### src/design/tspg_pkg.sv
// ----------------------------------------------------------------------------
// tspg_pkg
// Shared types and constants of the three-axis step pulse generator.
// ----------------------------------------------------------------------------
package tspg_pkg;

  localparam int NUM_AXES    = 3;
  localparam int POS_WIDTH   = 32;
  localparam int COUNT_WIDTH = 16;
  localparam int PHASE_WIDTH = 8;
  localparam int CFG_WIDTH   = 8;
  localparam int IDX_WIDTH   = 2;

  typedef enum logic [1:0] {
    OP_TICK     = 2'd0,
    OP_FREE_RUN = 2'd1,
    OP_LOAD     = 2'd2
  } op_t;

  // configuration register indexes
  localparam logic [IDX_WIDTH-1:0] REG_MOTOR_ENABLE = 2'd0;
  localparam logic [IDX_WIDTH-1:0] REG_PULSE_HIGH   = 2'd1;
  localparam logic [IDX_WIDTH-1:0] REG_STEP_PERIOD  = 2'd2;

  localparam logic [NUM_AXES-1:0]    MOTOR_ENABLE_RST = '0;
  localparam logic [PHASE_WIDTH-1:0] PULSE_HIGH_RST   = 8'd5;
  localparam logic [PHASE_WIDTH-1:0] STEP_PERIOD_RST  = 8'd10;

  localparam logic [1:0] LIMITS_CLOSED = 2'b11;

endpackage

### src/design/three_axis_step_pulse_generator.sv
// ----------------------------------------------------------------------------
// three_axis_step_pulse_generator
// Step pulse timing, step counting and position tracking for x, y and z.
// ----------------------------------------------------------------------------
// Each item (tick or command) is taken at its accepting edge: the phase, step
// count, free-run and position registers of all three axes are updated by a
// single pass of compare and add logic at that edge, and the held result
// (pins, positions, busy) is presented the next cycle. One item per clock is
// sustained while the result side takes every result; the input stalls only
// while a result waits on out_ready. Configuration is written with cfg_we
// and takes effect for the next item.
module three_axis_step_pulse_generator (
  input  logic                                      clk,
  input  logic                                      rst_n,
  input  logic                                      cfg_we,
  input  logic [tspg_pkg::IDX_WIDTH-1:0]            cfg_index,
  input  logic [tspg_pkg::CFG_WIDTH-1:0]            cfg_wdata,
  input  logic                                      in_valid,
  output logic                                      in_ready,
  input  logic [1:0]                                in_op,
  input  logic [1:0]                                in_axis,
  input  logic                                      in_run_enable,
  input  logic [tspg_pkg::COUNT_WIDTH-1:0]          in_step_count,
  input  logic [1:0]                                in_limits_x,
  input  logic [1:0]                                in_limits_y,
  input  logic [1:0]                                in_limits_z,
  input  logic [tspg_pkg::NUM_AXES-1:0]             in_dir_bits,
  output logic                                      out_valid,
  input  logic                                      out_ready,
  output logic [tspg_pkg::NUM_AXES-1:0]             out_step_pins,
  output logic signed [tspg_pkg::POS_WIDTH-1:0]     out_pos_x,
  output logic signed [tspg_pkg::POS_WIDTH-1:0]     out_pos_y,
  output logic signed [tspg_pkg::POS_WIDTH-1:0]     out_pos_z,
  output logic [tspg_pkg::NUM_AXES-1:0]             out_busy_mask
);

  localparam int NA = tspg_pkg::NUM_AXES;
  localparam int PW = tspg_pkg::PHASE_WIDTH;
  localparam int CW = tspg_pkg::COUNT_WIDTH;
  localparam int XW = tspg_pkg::POS_WIDTH;

  logic [NA-1:0]  motor_en_r;
  logic [PW-1:0]  pulse_high_r;
  logic [PW-1:0]  step_period_r;

  logic [PW-1:0]  phase_r    [NA];
  logic [PW-1:0]  phase_nxt  [NA];
  logic [CW-1:0]  steps_r    [NA];
  logic [CW-1:0]  steps_nxt  [NA];
  logic [XW-1:0]  pos_r      [NA];
  logic [XW-1:0]  pos_nxt    [NA];
  logic [NA-1:0]  free_run_r;
  logic [NA-1:0]  free_run_nxt;
  logic [NA-1:0]  pins_r;
  logic [NA-1:0]  pins_nxt;
  logic           out_valid_r;

  logic           accept;
  logic [1:0]     limits [NA];
  logic [PW-1:0]  phase_adv [NA];
  logic           period_done [NA];
  tspg_pkg::op_t  op;

  assign op       = tspg_pkg::op_t'(in_op);
  assign in_ready = !out_valid_r || out_ready;
  assign accept   = in_valid && in_ready;

  assign limits[0] = in_limits_x;
  assign limits[1] = in_limits_y;
  assign limits[2] = in_limits_z;

  always_ff @(posedge clk) begin
    if (!rst_n) begin
      motor_en_r    <= tspg_pkg::MOTOR_ENABLE_RST;
      pulse_high_r  <= tspg_pkg::PULSE_HIGH_RST;
      step_period_r <= tspg_pkg::STEP_PERIOD_RST;
    end else if (cfg_we) begin
      unique case (cfg_index)
        tspg_pkg::REG_MOTOR_ENABLE: motor_en_r    <= cfg_wdata[NA-1:0];
        tspg_pkg::REG_PULSE_HIGH:   pulse_high_r  <= cfg_wdata[PW-1:0];
        tspg_pkg::REG_STEP_PERIOD:  step_period_r <= cfg_wdata[PW-1:0];
        default: ;
      endcase
    end
  end

  always_comb begin
    free_run_nxt = free_run_r;
    pins_nxt     = pins_r;
    for (int a = 0; a < NA; a++) begin
      phase_nxt[a]   = phase_r[a];
      steps_nxt[a]   = steps_r[a];
      pos_nxt[a]     = pos_r[a];
      // phase saturates at the period
      phase_adv[a]   = ((free_run_r[a] || steps_r[a] != '0) && phase_r[a] < step_period_r)
                       ? phase_r[a] + 1'b1 : phase_r[a];
      period_done[a] = motor_en_r[a] && phase_adv[a] >= step_period_r;
    end
    unique case (op)
      tspg_pkg::OP_TICK: begin
        for (int a = 0; a < NA; a++) begin
          pins_nxt[a]  = phase_r[a] < pulse_high_r;
          phase_nxt[a] = period_done[a] ? '0 : phase_adv[a];
          if (period_done[a]) begin
            if (steps_r[a] != '0) begin
              steps_nxt[a] = steps_r[a] - 1'b1;
            end
            if (limits[a] == tspg_pkg::LIMITS_CLOSED) begin
              pos_nxt[a] = in_dir_bits[a] ? pos_r[a] - 1'b1 : pos_r[a] + 1'b1;
            end
          end
        end
      end
      tspg_pkg::OP_FREE_RUN: begin
        for (int a = 0; a < NA; a++) begin
          if (in_axis == 2'(a)) begin
            free_run_nxt[a] = in_run_enable;
          end
        end
      end
      tspg_pkg::OP_LOAD: begin
        for (int a = 0; a < NA; a++) begin
          if (in_axis == 2'(a)) begin
            free_run_nxt[a] = 1'b0;
            steps_nxt[a]    = in_step_count;
            phase_nxt[a]    = '0;
          end
        end
      end
      default: ;
    endcase
  end

  always_ff @(posedge clk) begin
    if (!rst_n) begin
      free_run_r  <= '1;
      pins_r      <= '0;
      out_valid_r <= 1'b0;
      for (int a = 0; a < NA; a++) begin
        phase_r[a] <= '0;
        steps_r[a] <= '0;
        pos_r[a]   <= '0;
      end
    end else begin
      if (accept) begin
        free_run_r <= free_run_nxt;
        pins_r     <= pins_nxt;
        for (int a = 0; a < NA; a++) begin
          phase_r[a] <= phase_nxt[a];
          steps_r[a] <= steps_nxt[a];
          pos_r[a]   <= pos_nxt[a];
        end
      end
      if (accept) begin
        out_valid_r <= 1'b1;
      end else if (out_ready) begin
        out_valid_r <= 1'b0;
      end
    end
  end

  // state registers hold the last result until the next accepted item
  assign out_valid     = out_valid_r;
  assign out_step_pins = pins_r;
  assign out_pos_x     = pos_r[0];
  assign out_pos_y     = pos_r[1];
  assign out_pos_z     = pos_r[2];

  always_comb begin
    for (int a = 0; a < NA; a++) begin
      out_busy_mask[a] = steps_r[a] != '0;
    end
  end

endmodule

### config.mk
export PLATFORM = sky130hd
export DESIGN_NAME = three_axis_step_pulse_generator
export DESIGN_NICKNAME = d
export VERILOG_FILES = /design/src/design/tspg_pkg.sv /design/src/design/three_axis_step_pulse_generator.sv
export SDC_FILE = /design/constraint.sdc
export NUM_CORES = 1
export LEC_CHECK = 0
export ABC_AREA = 1
export BUFFER_PORTS_ARGS = -buffer_cell sky130_fd_sc_hd__buf_2
export CAP_MARGIN = 20
export CORE_UTILIZATION = 55
export DETAILED_ROUTE_END_ITERATION = 16
export HOLD_SLACK_MARGIN = 0.02
export PLACE_DENSITY = 0.74
export SLEW_MARGIN = 10
export SYNTH_ARGS = -nofsm -noshare
export SYNTH_HDL_FRONTEND = slang
export SYNTH_SLANG_ARGS = --single-unit
### constraint.sdc
create_clock -name clk -period 6.24 [get_ports clk]
set_input_delay 0.936 -clock clk [delete_from_list [all_inputs] [get_ports clk]]
set_output_delay 0.936 -clock clk [all_outputs]
set_load 0.005 [all_outputs]
==> results.tsv, run 1 <==
stage	metric	value	unit
floorplanning	initial cell density of the core	56.0	%
sta	Final period util	57.0	%
routing	Routed WL	47600	µm
routing	1st-iter DRT viols	1310	
clocking	clock latency on the worst-skew pair	0.46	ns
grt	vias in the first global route	16100	
grt	total track usage	29.3	%
critical_path	CP Capture Type	register	
power	PD cells	214	mW/mm²
routing	via count	17200	
sta	clock skew	0.0174	ns
floorplanning	DIE AREA	0.0328	mm²
cells_and_area	final core occ	62.0	%
power	maximum vdd drop	189	µV
cells_and_area	layout cells sized above 1	8.00	%
synthesis	unique cell type count in the Yosys netlist	45	
floorplanning	row count	65	
run_status	status	finished, final reports clean	
clocking	TritonCTS Buffers	17	
floorplanning	Placeable Area	0.0316	mm²
clocking	Hold Buf Count CTS	0	
critical_path	Slowest-stage cell, CP	o21ai_4	
routing	remaining routing DRC violations	0	
sta	Worst slew margin	47.2	%
cells_and_area	fin nets	3040	
power	Leakage	10.6	nW
critical_path	Crit Path Max Fanout	19	
routing	antenna-violating nets left	0	
place	Routability Congestion	0.940	
hold_path	hold path cells	2	
synthesis	Post-synth top flop	edfxtp_1	
sta	RSZ-0062 raised after global routing	false	
critical_path	startpoint types	register	
cells_and_area	Filler cells	3032	
grt	remaining global-route overflow	0	
routing	DR WL/cell	14.7	µm
synthesis	number of synthesized flops with an enable pin	168	
clocking	Post-CTS Setup Inserts	0	
cells_and_area	antenna cells	0	
critical_path	Crit path required time	6.40	ns
synthesis	post-synthesis sequential area ratio	31.5	%
clocking	clk sinks	194	
flow_run	maxcap violations	0	
synthesis	Ys Warns	0	
routing	vias per inst	5.31	
place	hpwl dp	36900	µm
synthesis	Syn Area/Cell	6.60	µm²
critical_path	most frequent CP cell	nand2_1	
critical_path	crit-path max cell delay	0.57	ns
sta	fin crit period	3.56	ns
hold_path	Min-Delay Path Class	register to register	
floorplanning	Die Wd	181	µm
critical_path	critical path, cell by cell	inv_1 > ha_1 > a21oi_1 > o21a_1 > nand3_2 > nand2_1 > nand2_1 > inv_1 > ha_1 > nand2_1 > nor2_1 > nand4_1 > nand3_1 > nand2_1 > o21ai_4 > buf_16	
synthesis	mapped cell area	0.0177	mm²
critical_path	R2R depth	16	
critical_path	WP data arrival	3.72	ns
synthesis	Syn Inst Count	2674	
place	# port buffers	148	
cells_and_area	Synth-to-Final Area Change	10.7	%
grt	first-pass GRT wire length	77700	µm
sta	Worst-Margin Slew	0.792	ns
clocking	root buffer cell	clkbuf_16	
clocking	cts repair resizes	0	
grt	largest net degree at the start of global routing	66	
critical_path	Setup Crit Path Kind	register to register	
clocking	CTS Buffer Depth	2	
sta	Final Slew Violations	0	
synthesis	Yosys reg bits	194	
sta	setup violators final	0	
clocking	H-tree Lvls	4	
sta	endpoints failing hold	0	
floorplanning	Die H	181	µm
clocking	clock slew at reported path FFs	0.07	ns
synthesis	Syn Nets	2890	
floorplanning	# IOs	149	
routing	first-pass detailed-route iteration total	7	
grt	initial antenna violation count	0	
synthesis	fraction of registers with async set/reset	0	%
clocking	CTS tree	built	
power	Final Power	4.19	mW
sta	Sum Neg Setup Slack	0	ns
sta	FMAX	281	MHz
## per-layer routing
layer	vias up	GRT usage, %	part of all wire (%)
met5	-	0	0
met4	0	10.2	2.6
met3	75	3.55	5.1
met2	500	49.1	47
met1	7780	39.0	46
li1	8828	-	-
## cell type report
| class | count | area, µm² | area share, % |
|---|---|---|---|
| multi-input cells | 1951 | 10100 | 51.7 |
| inverters | 504 | 1890 | 9.69 |
| well taps | 402 | 503 | 2.57 |
| repair buffers | 156 | 853 | 4.36 |
| clock buffers | 19 | 433 | 2.21 |
| clock inverters | 13 | 188 | 0.960 |
| flip-flops and latches | 194 | 5570 | 28.5 |
## layout by cell type (no fill, tap or decap), types with 5 or more instances in the layout
cell	synthesis	routed
nor3_1	34	34
nor2_2	10	10
o211ai_1	5	5
inv_1	498	498
clkbuf_16	0	17
edfxtp_1	168	168
a21o_1	6	6
nand2_1	892	892
dfxtp_1	26	26
buf_2	14	148
a21boi_0	5	5
nor2_1	278	278
o21ai_0	93	90
nand3_1	119	119
xnor2_1	21	21
ha_1	168	168
buf_4	1	5
o21bai_1	9	9
a21oi_1	183	183
o21ai_1	11	11
inv_2	5	5
nand2_2	6	6
xor2_1	24	24
nand4_1	43	43
nand3b_1	5	5
## per-stage QoR
stage          std cells  setup WS, ns  hold slack (ns)  instance area (µm²)
3_5_place_dp        3205          2.42            0.439                18900
4_1_cts             3237          2.42            0.452                19500
2_1_floorplan       2674          1.38            0.443                17700
3_3_place_gp        3204          2.47            0.437                18900
5_1_grt             3239          2.41            0.463                19600
6_report            3239          2.68            0.451                19600
## final timing paths
path	from	endpoint	slack [ns]
worst min-delay path	out_step_pins[2]	out_step_pins[2]	0.45
worst min register to register	out_step_pins[2]	out_step_pins[2]	0.45
worst max-delay path	step_period_r[7]	pos_r[0][20]	2.68
worst max register to register	step_period_r[7]	pos_r[0][20]	2.68
## cells in the mapped netlist (14+ instances only)
master | number | area, µm²
buf_2 | 14 | 70.1
a21oi_1 | 183 | 916
edfxtp_1 | 168 | 5040
ha_1 | 168 | 2100
nor3_1 | 34 | 170
nand4_1 | 43 | 269
nand3_1 | 119 | 596
dfxtp_1 | 26 | 521
o21ai_0 | 93 | 465
nor2_1 | 278 | 1040
xnor2_1 | 21 | 184
xor2_1 | 24 | 210
nand2_1 | 892 | 3350
inv_1 | 498 | 1870
## registers in the layout, indices dropped and copies added, names as in the netlist
name and cells:
pos_r 96, step_period_r 8, out_valid 1, motor_en_r 3, out_step_pins 3, steps_r 48, free_run_r 3, phase_r 24
pulse_high_r 8
## kinds of logic (layout without fill, tap and decap cells)
family                   count (synthesis)  after routing  synth area share [%]
AND/OR/NAND/NOR                       1410           1410                  32.9
buffers and inverters                  529            692                  11.4
AO/OA/AOI/OAI                          325            325                  9.72
flip-flops                             194            194                  31.5
adder cells (fa/ha/maj)                171            171                  12.2
XOR/XNOR                                45             45                  2.23
## report_power, final
| part | total (mW) | switching (mW) | internal, mW |
|---|---|---|---|
| Sequential | 1.63 | 0.0950 | 1.53 |
| Combinational | 1.35 | 0.885 | 0.468 |
| Clock | 1.21 | 0.558 | 0.650 |
## worst max-delay path, delay by kind of cell (launching register included)
family,cells,cell delay (ns)
buffers and inverters,3,0.53
adders and majority gates,2,0.44
AOI/OAI and AO/OA,3,1.07
and+or+nand+nor,8,0.91
DFF,1,0.30
Note: power is estimated with default switching activity, not from simulation.
==> run 2: changes to the inputs <==
--- a/config.mk
+++ b/config.mk
@@ -5,13 +5,13 @@
 export SDC_FILE = /design/constraint.sdc
 export NUM_CORES = 1
 export LEC_CHECK = 0
-export ABC_AREA = 1
+export ABC_AREA = 0
 export BUFFER_PORTS_ARGS = -buffer_cell sky130_fd_sc_hd__buf_2
 export CAP_MARGIN = 20
 export CORE_UTILIZATION = 55
 export DETAILED_ROUTE_END_ITERATION = 16
 export HOLD_SLACK_MARGIN = 0.02
-export PLACE_DENSITY = 0.74
+export PLACE_DENSITY = 0.78
 export SLEW_MARGIN = 10
 export SYNTH_ARGS = -nofsm -noshare
 export SYNTH_HDL_FRONTEND = slang
==> constraint.sdc (replaced) <==
create_clock -name clk -period 2.9 [get_ports clk]
set_input_delay 0.435 -clock clk [delete_from_list [all_inputs] [get_ports clk]]
set_output_delay 0.435 -clock clk [all_outputs]
set_load 0.005 [all_outputs]
==> results.tsv, run 2 <==
stage	metric	value	unit	change
run_status	status	complete, but fails checks		
run_status	failing checks	setup timing		
critical_path	reg2reg setup slack	-0.88	ns	-3.56 ns
routing	first-pass detailed-route iteration total	6		-1
sta	fin crit period	3.78	ns	+0.223 ns
sta	Final Slew Violations	0		unchanged
power	P_int	6.15	mW	+130%
synthesis	number of synthesized flops with an enable pin	168		unchanged
synthesis	synth cell count leaders	168 x edfxtp_1, 168 x ha_1, 147 x nor2_1, 137 x a21oi_1, 115 x nand2_1		
grt	first-pass GRT wire length	69900	µm	-10%
place	Setup Slack @ Placement	-0.700	ns	-3.12 ns
floorplanning	initial cell density of the core	55.9	%	-0.087 points
floorplanning	Placeable Area	0.0268	mm²	-15%
cells_and_area	antenna cells	0		unchanged
power	Leakage	8.95	nW	-16%
floorplanning	DIE AREA	0.0279	mm²	-15%
sta	clock skew	0.0192	ns	+0.00178 ns
sta	Final WS setup	-0.882	ns	-3.56 ns
synthesis	area leader, netlist	edfxtp_1		
clocking	CTS tree	built		
synthesis	Syn Inst Count	1576		-41%
cells_and_area	fin nets	2263		-26%
place	hpwl dp	31200	µm	-15%
routing	1st-iter DRT viols	1181		-9.8%
place	Routability Congestion	0.927		-1.5%
power	Clock Power Share	27.0	%	-1.8 points
synthesis	Syn Area/Cell	9.50	µm²	+44%
critical_path	R2R depth	17		+1
power	Comb pwr share	35.2	%	+2.9 points
synthesis	unique cell type count in the Yosys netlist	84		+87%
floorplanning	Die Wd	167	µm	-7.8%
routing	remaining routing DRC violations	0		unchanged
power	NetSw	2.92	mW	+90%
synthesis	fraction of registers with async set/reset	0	%	unchanged
clocking	root buffer cell	clkbuf_16		
synthesis	Ys Warns	0		unchanged
sta	setup violators final	168		+168
power	maximum vdd drop	304	µV	+61%
sta	Final period util	130	%	+73 points
grt	initial antenna violation count	0		unchanged
power	PD cells	449	mW/mm²	+110%
cells_and_area	Synth-to-Final Area Change	35.0	%	
flow_run	maxcap violations	0		unchanged
synthesis	Yosys reg bits	194		unchanged
critical_path	CP endpoint	pos_r[0][34]		
routing	DR WL/cell	19.3	µm	+31%
clocking	CTS Buffer Depth	2		unchanged
cells_and_area	most frequent cells in the layout	332 x buf_4, 168 x edfxtp_1, 155 x ha_1, 148 x buf_2, 142 x nor2_1		
critical_path	CP Capture Type	register		
synthesis	post-synthesis sequential area ratio	37.2	%	+5.6 points
sta	Worst-Margin Slew	1.30	ns	+0.503 ns
power	Reg power frac	37.8	%	-1.1 points
place	# port buffers	148		unchanged
critical_path	startpoint types	register		
clocking	TritonCTS Buffers	17		unchanged
critical_path	WP data arrival	3.94	ns	+0.22 ns
clocking	Hold Buf Count CTS	0		unchanged
clocking	H-tree Lvls	4		unchanged
grt	remaining global-route overflow	0		unchanged
sta	Sum Neg Setup Slack	-118.65	ns	-118.65 ns
sta	Worst slew margin	13.3	%	-34 points
synthesis	mapped cell area	0.0150	mm²	-15%
power	Final Power	9.07	mW	+120%
synthesis	Post-synth top flop	edfxtp_1		
synthesis	post-synth top area share	33.7	%	+5.1 points
clocking	clock latency on the worst-skew pair	0.45	ns	about the same
clocking	clk sinks	194		unchanged
floorplanning	Die H	167	µm	-7.8%
clocking	clock slew at reported path FFs	0.08	ns	about the same
critical_path	RR Endpoint	pos_r[0][34]		
sta	RSZ-0062 raised after global routing	true		
cells_and_area	max FFs per register	96		unchanged
critical_path	Setup Crit Path Kind	register to register		
synthesis	top post-synthesis cells by area	edfxtp_1 34%, ha_1 14%, a21oi_1 4.6%		
critical_path	Crit path required time	3.05	ns	-3.35 ns
floorplanning	# IOs	149		unchanged
cells_and_area	commonest non-fill, non-tap cell in the layout	buf_4		
critical_path	RR Startpoint	steps_r[0][30]		
routing	antenna-violating nets left	0		unchanged
grt	largest net degree at the start of global routing	63		-4.5%
critical_path	Crit. Startpoint	steps_r[0][30]		
synthesis	Syn Nets	1792		-38%
routing	Routed WL	46300	µm	-2.7%
cells_and_area	Biggest register	pos_r		
grt	vias in the first global route	14200		-12%
sta	FMAX	264	MHz	-5.9%
routing	vias per inst	6.08		+15%
grt	total track usage	31.0	%	+1.7 points
floorplanning	row count	60		-7.7%
cells_and_area	Top Registers	pos_r (96), steps_r (48), phase_r (24)		
power	switching share of power	32.2	%	-4.5 points
routing	via count	14600		-15%
cells_and_area	layout cells sized above 1	31.6	%	+24 points
hold_path	Min-Delay Path Class	input pin to register		
sta	endpoints failing hold	0		unchanged
critical_path	Crit Path Max Fanout	8		-11
-- run 2: area by class of cell --
type / count / area [µm²]
clock buffer: 22 / 497
clock inverter: 10 / 100
fill: 1755 / 6590
inverter: 48 / 185
multi-input combinational: 1283 / 9760
sequential: 194 / 5570
tap: 341 / 427
timing repair buffer: 503 / 3670
-- run 2: metrics by stage --
step                      cell area, µm²  utilization [%]  std cells  hold slack [ns]
after floorplan                    15200                -       1576            0.442
after detailed placement           18500             69.1       2321            0.460
after global placement             18500             69.1       2321            0.454
after CTS                          19600             73.0       2379            0.246
final                              20200             75.4       2401            0.255
after global routing               20200             75.4       2401            0.266
-- run 2: repair_timing --
item	4_1_cts	5_1_grt
buffers inserted	21	18
endpoints found under the setup margin	169	182
pin swaps	23	29
hold endpoints to repair	0	0
cloned	5	6
gates resized for setup	43	71
-- run 2: kinds of logic (layout without fill, tap and decap cells) --
| family | count (synthesis) | count (layout) | share of synthesized area, % |
|---|---|---|---|
| AND/OR/NAND/NOR | 534 | 534 | 18.1 |
| multiplexers | 27 | 27 | 1.82 |
| flip-flops | 194 | 194 | 37.2 |
| buffers and inverters | 102 | 583 | 2.59 |
| adder cells (fa/ha/maj) | 171 | 171 | 14.4 |
| XOR/XNOR | 128 | 128 | 7.49 |
| AO/OA/AOI/OAI | 420 | 423 | 18.4 |
-- run 2: critical path: stages (launching register included) --
cell and delay, ns:
edfxtp_1 0.41, nor4_2 0.29, buf_4 0.15, nand4b_1 0.09, or2_4 0.28, o221a_4 0.33
xnor2_2 0.17, ha_1 0.33, nand2b_4 0.13, a21o_1 0.10, a21o_1 0.14, a211oi_2 0.07
o21ai_1 0.18, o2111ai_2 0.14, buf_4 0.18, o21ai_4 0.18, buf_12 0.16, buf_16 0.13
-- run 2: worst min-delay path by stage --
stage / start / to / cells past startpoint
finish: cfg_wdata[0] / pulse_high_r[0] / 3
global route: cfg_wdata[0] / pulse_high_r[0] / 3
CTS: cfg_wdata[0] / pulse_high_r[0] / 3
detailed placement: out_step_pins[2] / out_step_pins[2] / 2
global placement: out_step_pins[2] / out_step_pins[2] / 2
floorplan: free_run_r[0] / free_run_r[0] / 2
-- run 2: layer usage --
metal,global-route usage [%],wire length (µm),up-vias
met2,53.3,22500,595
met4,12.2,1810,0
met3,4.66,3090,141
met1,39.2,18900,7022
li1,-,-,6829
met5,0,0,-
-- run 2: power by group through the flow --
stage                     Combinational [mW]  Clock (mW)  Sequential, mW
after global placement                  2.77           0            3.46
final                                   3.19        2.45            3.43
after detailed placement                2.85           0            3.47
after CTS                               2.97        2.46            3.41
after floorplan                         1.67           0            3.48
after global routing                    3.46        2.56            3.44
==> run 3: changes to the inputs <==
--- a/config.mk
+++ b/config.mk
@@ -5,13 +5,14 @@
 export SDC_FILE = /design/constraint.sdc
 export NUM_CORES = 1
 export LEC_CHECK = 0
-export ABC_AREA = 0
+export ABC_AREA = 1
 export BUFFER_PORTS_ARGS = -buffer_cell sky130_fd_sc_hd__buf_2
 export CAP_MARGIN = 20
+export CORE_ASPECT_RATIO = 0.75
 export CORE_UTILIZATION = 55
 export DETAILED_ROUTE_END_ITERATION = 16
 export HOLD_SLACK_MARGIN = 0.02
-export PLACE_DENSITY = 0.78
+export PLACE_DENSITY = 0.77
 export SLEW_MARGIN = 10
 export SYNTH_ARGS = -nofsm -noshare
 export SYNTH_HDL_FRONTEND = slang
==> results.tsv, run 3 (same netlist as run 1, synthesis figures left out) <==
stage	metric	value	unit	change
sta	setup violators final	155		-7.7%
clocking	H-tree Lvls	4		unchanged
cells_and_area	Multi-input gate area	0.0108	mm²	+11%
place	Routability Congestion	1.00		+8.0%
routing	antenna-violating nets left	0		unchanged
power	Leakage	11.5	nW	+29%
cells_and_area	commonest non-fill, non-tap cell in the layout	nand2_1		
critical_path	startpoint types	register		
routing	DR WL/cell	15.7	µm	-18%
run_status	status	complete, but fails checks		
cells_and_area	layout cells sized above 1	16.6	%	-15 points
sta	Final Slew Violations	0		unchanged
floorplanning	# IOs	149		unchanged
cells_and_area	fin cells	3392		+41%
critical_path	WP data arrival	3.40	ns	-0.54 ns
critical_path	Setup Crit Path Kind	register to register		
sta	Final period util	111	%	-19 points
grt	initial antenna violation count	2		+2
floorplanning	Die Wd	209	µm	+25%
critical_path	CP Capture Type	register		
cells_and_area	Biggest register	pos_r		
place	Setup Slack @ Placement	-0.304	ns	+0.396 ns
routing	vias per inst	5.42		-11%
sta	Final WS setup	-0.322	ns	+0.560 ns
sta	fin crit period	3.22	ns	-0.560 ns
grt	largest net degree at the start of global routing	59		-6.3%
sta	Worst-Margin Slew	0.949	ns	-0.346 ns
clocking	clock latency on the worst-skew pair	0.46	ns	about the same
sta	FMAX	310	MHz	+17%
power	PD cells	463	mW/mm²	+3.1%
sta	Worst slew margin	36.0	%	+23 points
routing	Routed WL	53400	µm	+15%
sta	clock skew	0.0107	ns	-0.00848 ns
flow_run	maxcap violations	0		unchanged
clocking	Hold Buf Count CTS	0		unchanged
floorplanning	Die H	157	µm	-5.9%
cells_and_area	most frequent cells in the layout	856 x nand2_1, 481 x inv_1, 268 x nor2_1, 172 x a21oi_1, 168 x edfxtp_1		
floorplanning	Placeable Area	0.0314	mm²	+17%
clocking	root buffer cell	clkbuf_16		
clocking	CTS Buffer Depth	2		unchanged
clocking	TritonCTS Buffers	17		unchanged
cells_and_area	Synth-to-Final Area Change	22.7	%	
grt	vias in the first global route	16500		+16%
clocking	clk sinks	194		unchanged
routing	first-pass detailed-route iteration total	6		unchanged
place	Placed Cells	3301		+42%
place	hpwl dp	39000	µm	+25%
routing	via count	18400		+26%
place	# port buffers	148		unchanged
sta	RSZ-0062 raised after global routing	true		
floorplanning	row count	56		-6.7%
grt	first-pass GRT wire length	82000	µm	+17%
cells_and_area	fin nets	3187		+41%
critical_path	Crit Path Max Fanout	8		unchanged
clocking	clock slew at reported path FFs	0.08	ns	about the same
power	maximum vdd drop	442	µV	+45%
critical_path	Crit path required time	3.07	ns	+0.02 ns
grt	total track usage	31.5	%	+0.51 points
sta	hold_ws	0.228	ns	-0.0268 ns
hold_path	Min-Delay Path Class	input pin to register		
sta	endpoints failing hold	0		unchanged
floorplanning	initial cell density of the core	56.2	%	+0.38 points
grt	remaining global-route overflow	0		unchanged
cells_and_area	total area of sequential cells	0.00557	mm²	unchanged
routing	1st-iter DRT viols	1874		+59%
cells_and_area	max FFs per register	96		unchanged
place	placed inst area	0.0197	mm²	+6.5%
cells_and_area	Filler cells	2614		+49%
clocking	CTS tree	built		
run_status	failing checks	setup timing		
floorplanning	DIE AREA	0.0328	mm²	+18%
routing	remaining routing DRC violations	0		unchanged
cells_and_area	fin area	0.0217	mm²	+7.1%
cells_and_area	Top Registers	pos_r (96), steps_r (48), phase_r (24)		
run 3: per-stage QoR:
stage	power [mW]	util [%]	setup TNS, ns
global placement	6.57	62.8	-17.69
finish	10.0	69.0	-28.92
detailed placement	6.66	62.8	-33.41
floorplan	5.65	-	-15.65
global route	10.6	69.0	-46.89
CTS	9.65	67.8	-8.07
run 3: layout make-up:
type	instances	area share, %
multi-input combinational	1953	49.9
tap	406	2.35
sequential	194	25.7
antenna	2	0.0231
clock inverter	15	0.982
timing repair buffer	301	10.3
clock buffer	17	1.96
inverter	504	8.77
run 3: where the power goes:
part           switching, mW  leakage, nW  internal [mW]
clock                   1.23        0.313           1.40
combinational           2.35         9.27           1.57
sequential             0.169         1.94           3.30
run 3: critical path, stage by stage, from the launching register on:
cell and delay [ns]:
edfxtp_1 0.46, ha_1 0.33, o21ai_1 0.10, nand2_1 0.09, nand3_2 0.07, nand2_2 0.06
nand2_4 0.12, buf_6 0.12, nand4_1 0.11, nand2_2 0.11, inv_1 0.07, ha_4 0.28
nand2_2 0.07, nor2_4 0.14, nand4_1 0.13, nand3_2 0.12, nand2_2 0.08, o21ai_4 0.17
buf_12 0.17, buf_16 0.14
run 3: path summary, 6_finish.rpt:
path	startpoint	endpoint	slack, ns	depth (start not counted)
worst max-delay path	phase_r[0][9]	pos_r[0][57]	-0.32	19
worst min register to register	out_step_pins[2]	out_step_pins[2]	0.46	2
worst min-delay path	cfg_wdata[3]	step_period_r[3]	0.23	3
worst max register to register	phase_r[0][9]	pos_r[0][57]	-0.32	19
run 3: repair_timing:
action | 4_1_cts | 5_1_grt
pin swaps | 24 | 60
gates cloned | 11 | 0
buffers inserted | 43 | 8
gates resized for setup | 87 | 79
endpoints found under the setup margin | 168 | 168
run 3: metal layers:
layer | part of all wire [%] | up-vias | routed length [µm] | track usage (%)
met5 | 0 | - | 0 | 0
met4 | 2.8 | 0 | 1480 | 10.5
met3 | 8.8 | 94 | 4720 | 6.11
met2 | 44 | 777 | 23400 | 48.4
met1 | 45 | 8374 | 23800 | 44.5
li1 | - | 9130 | - | -
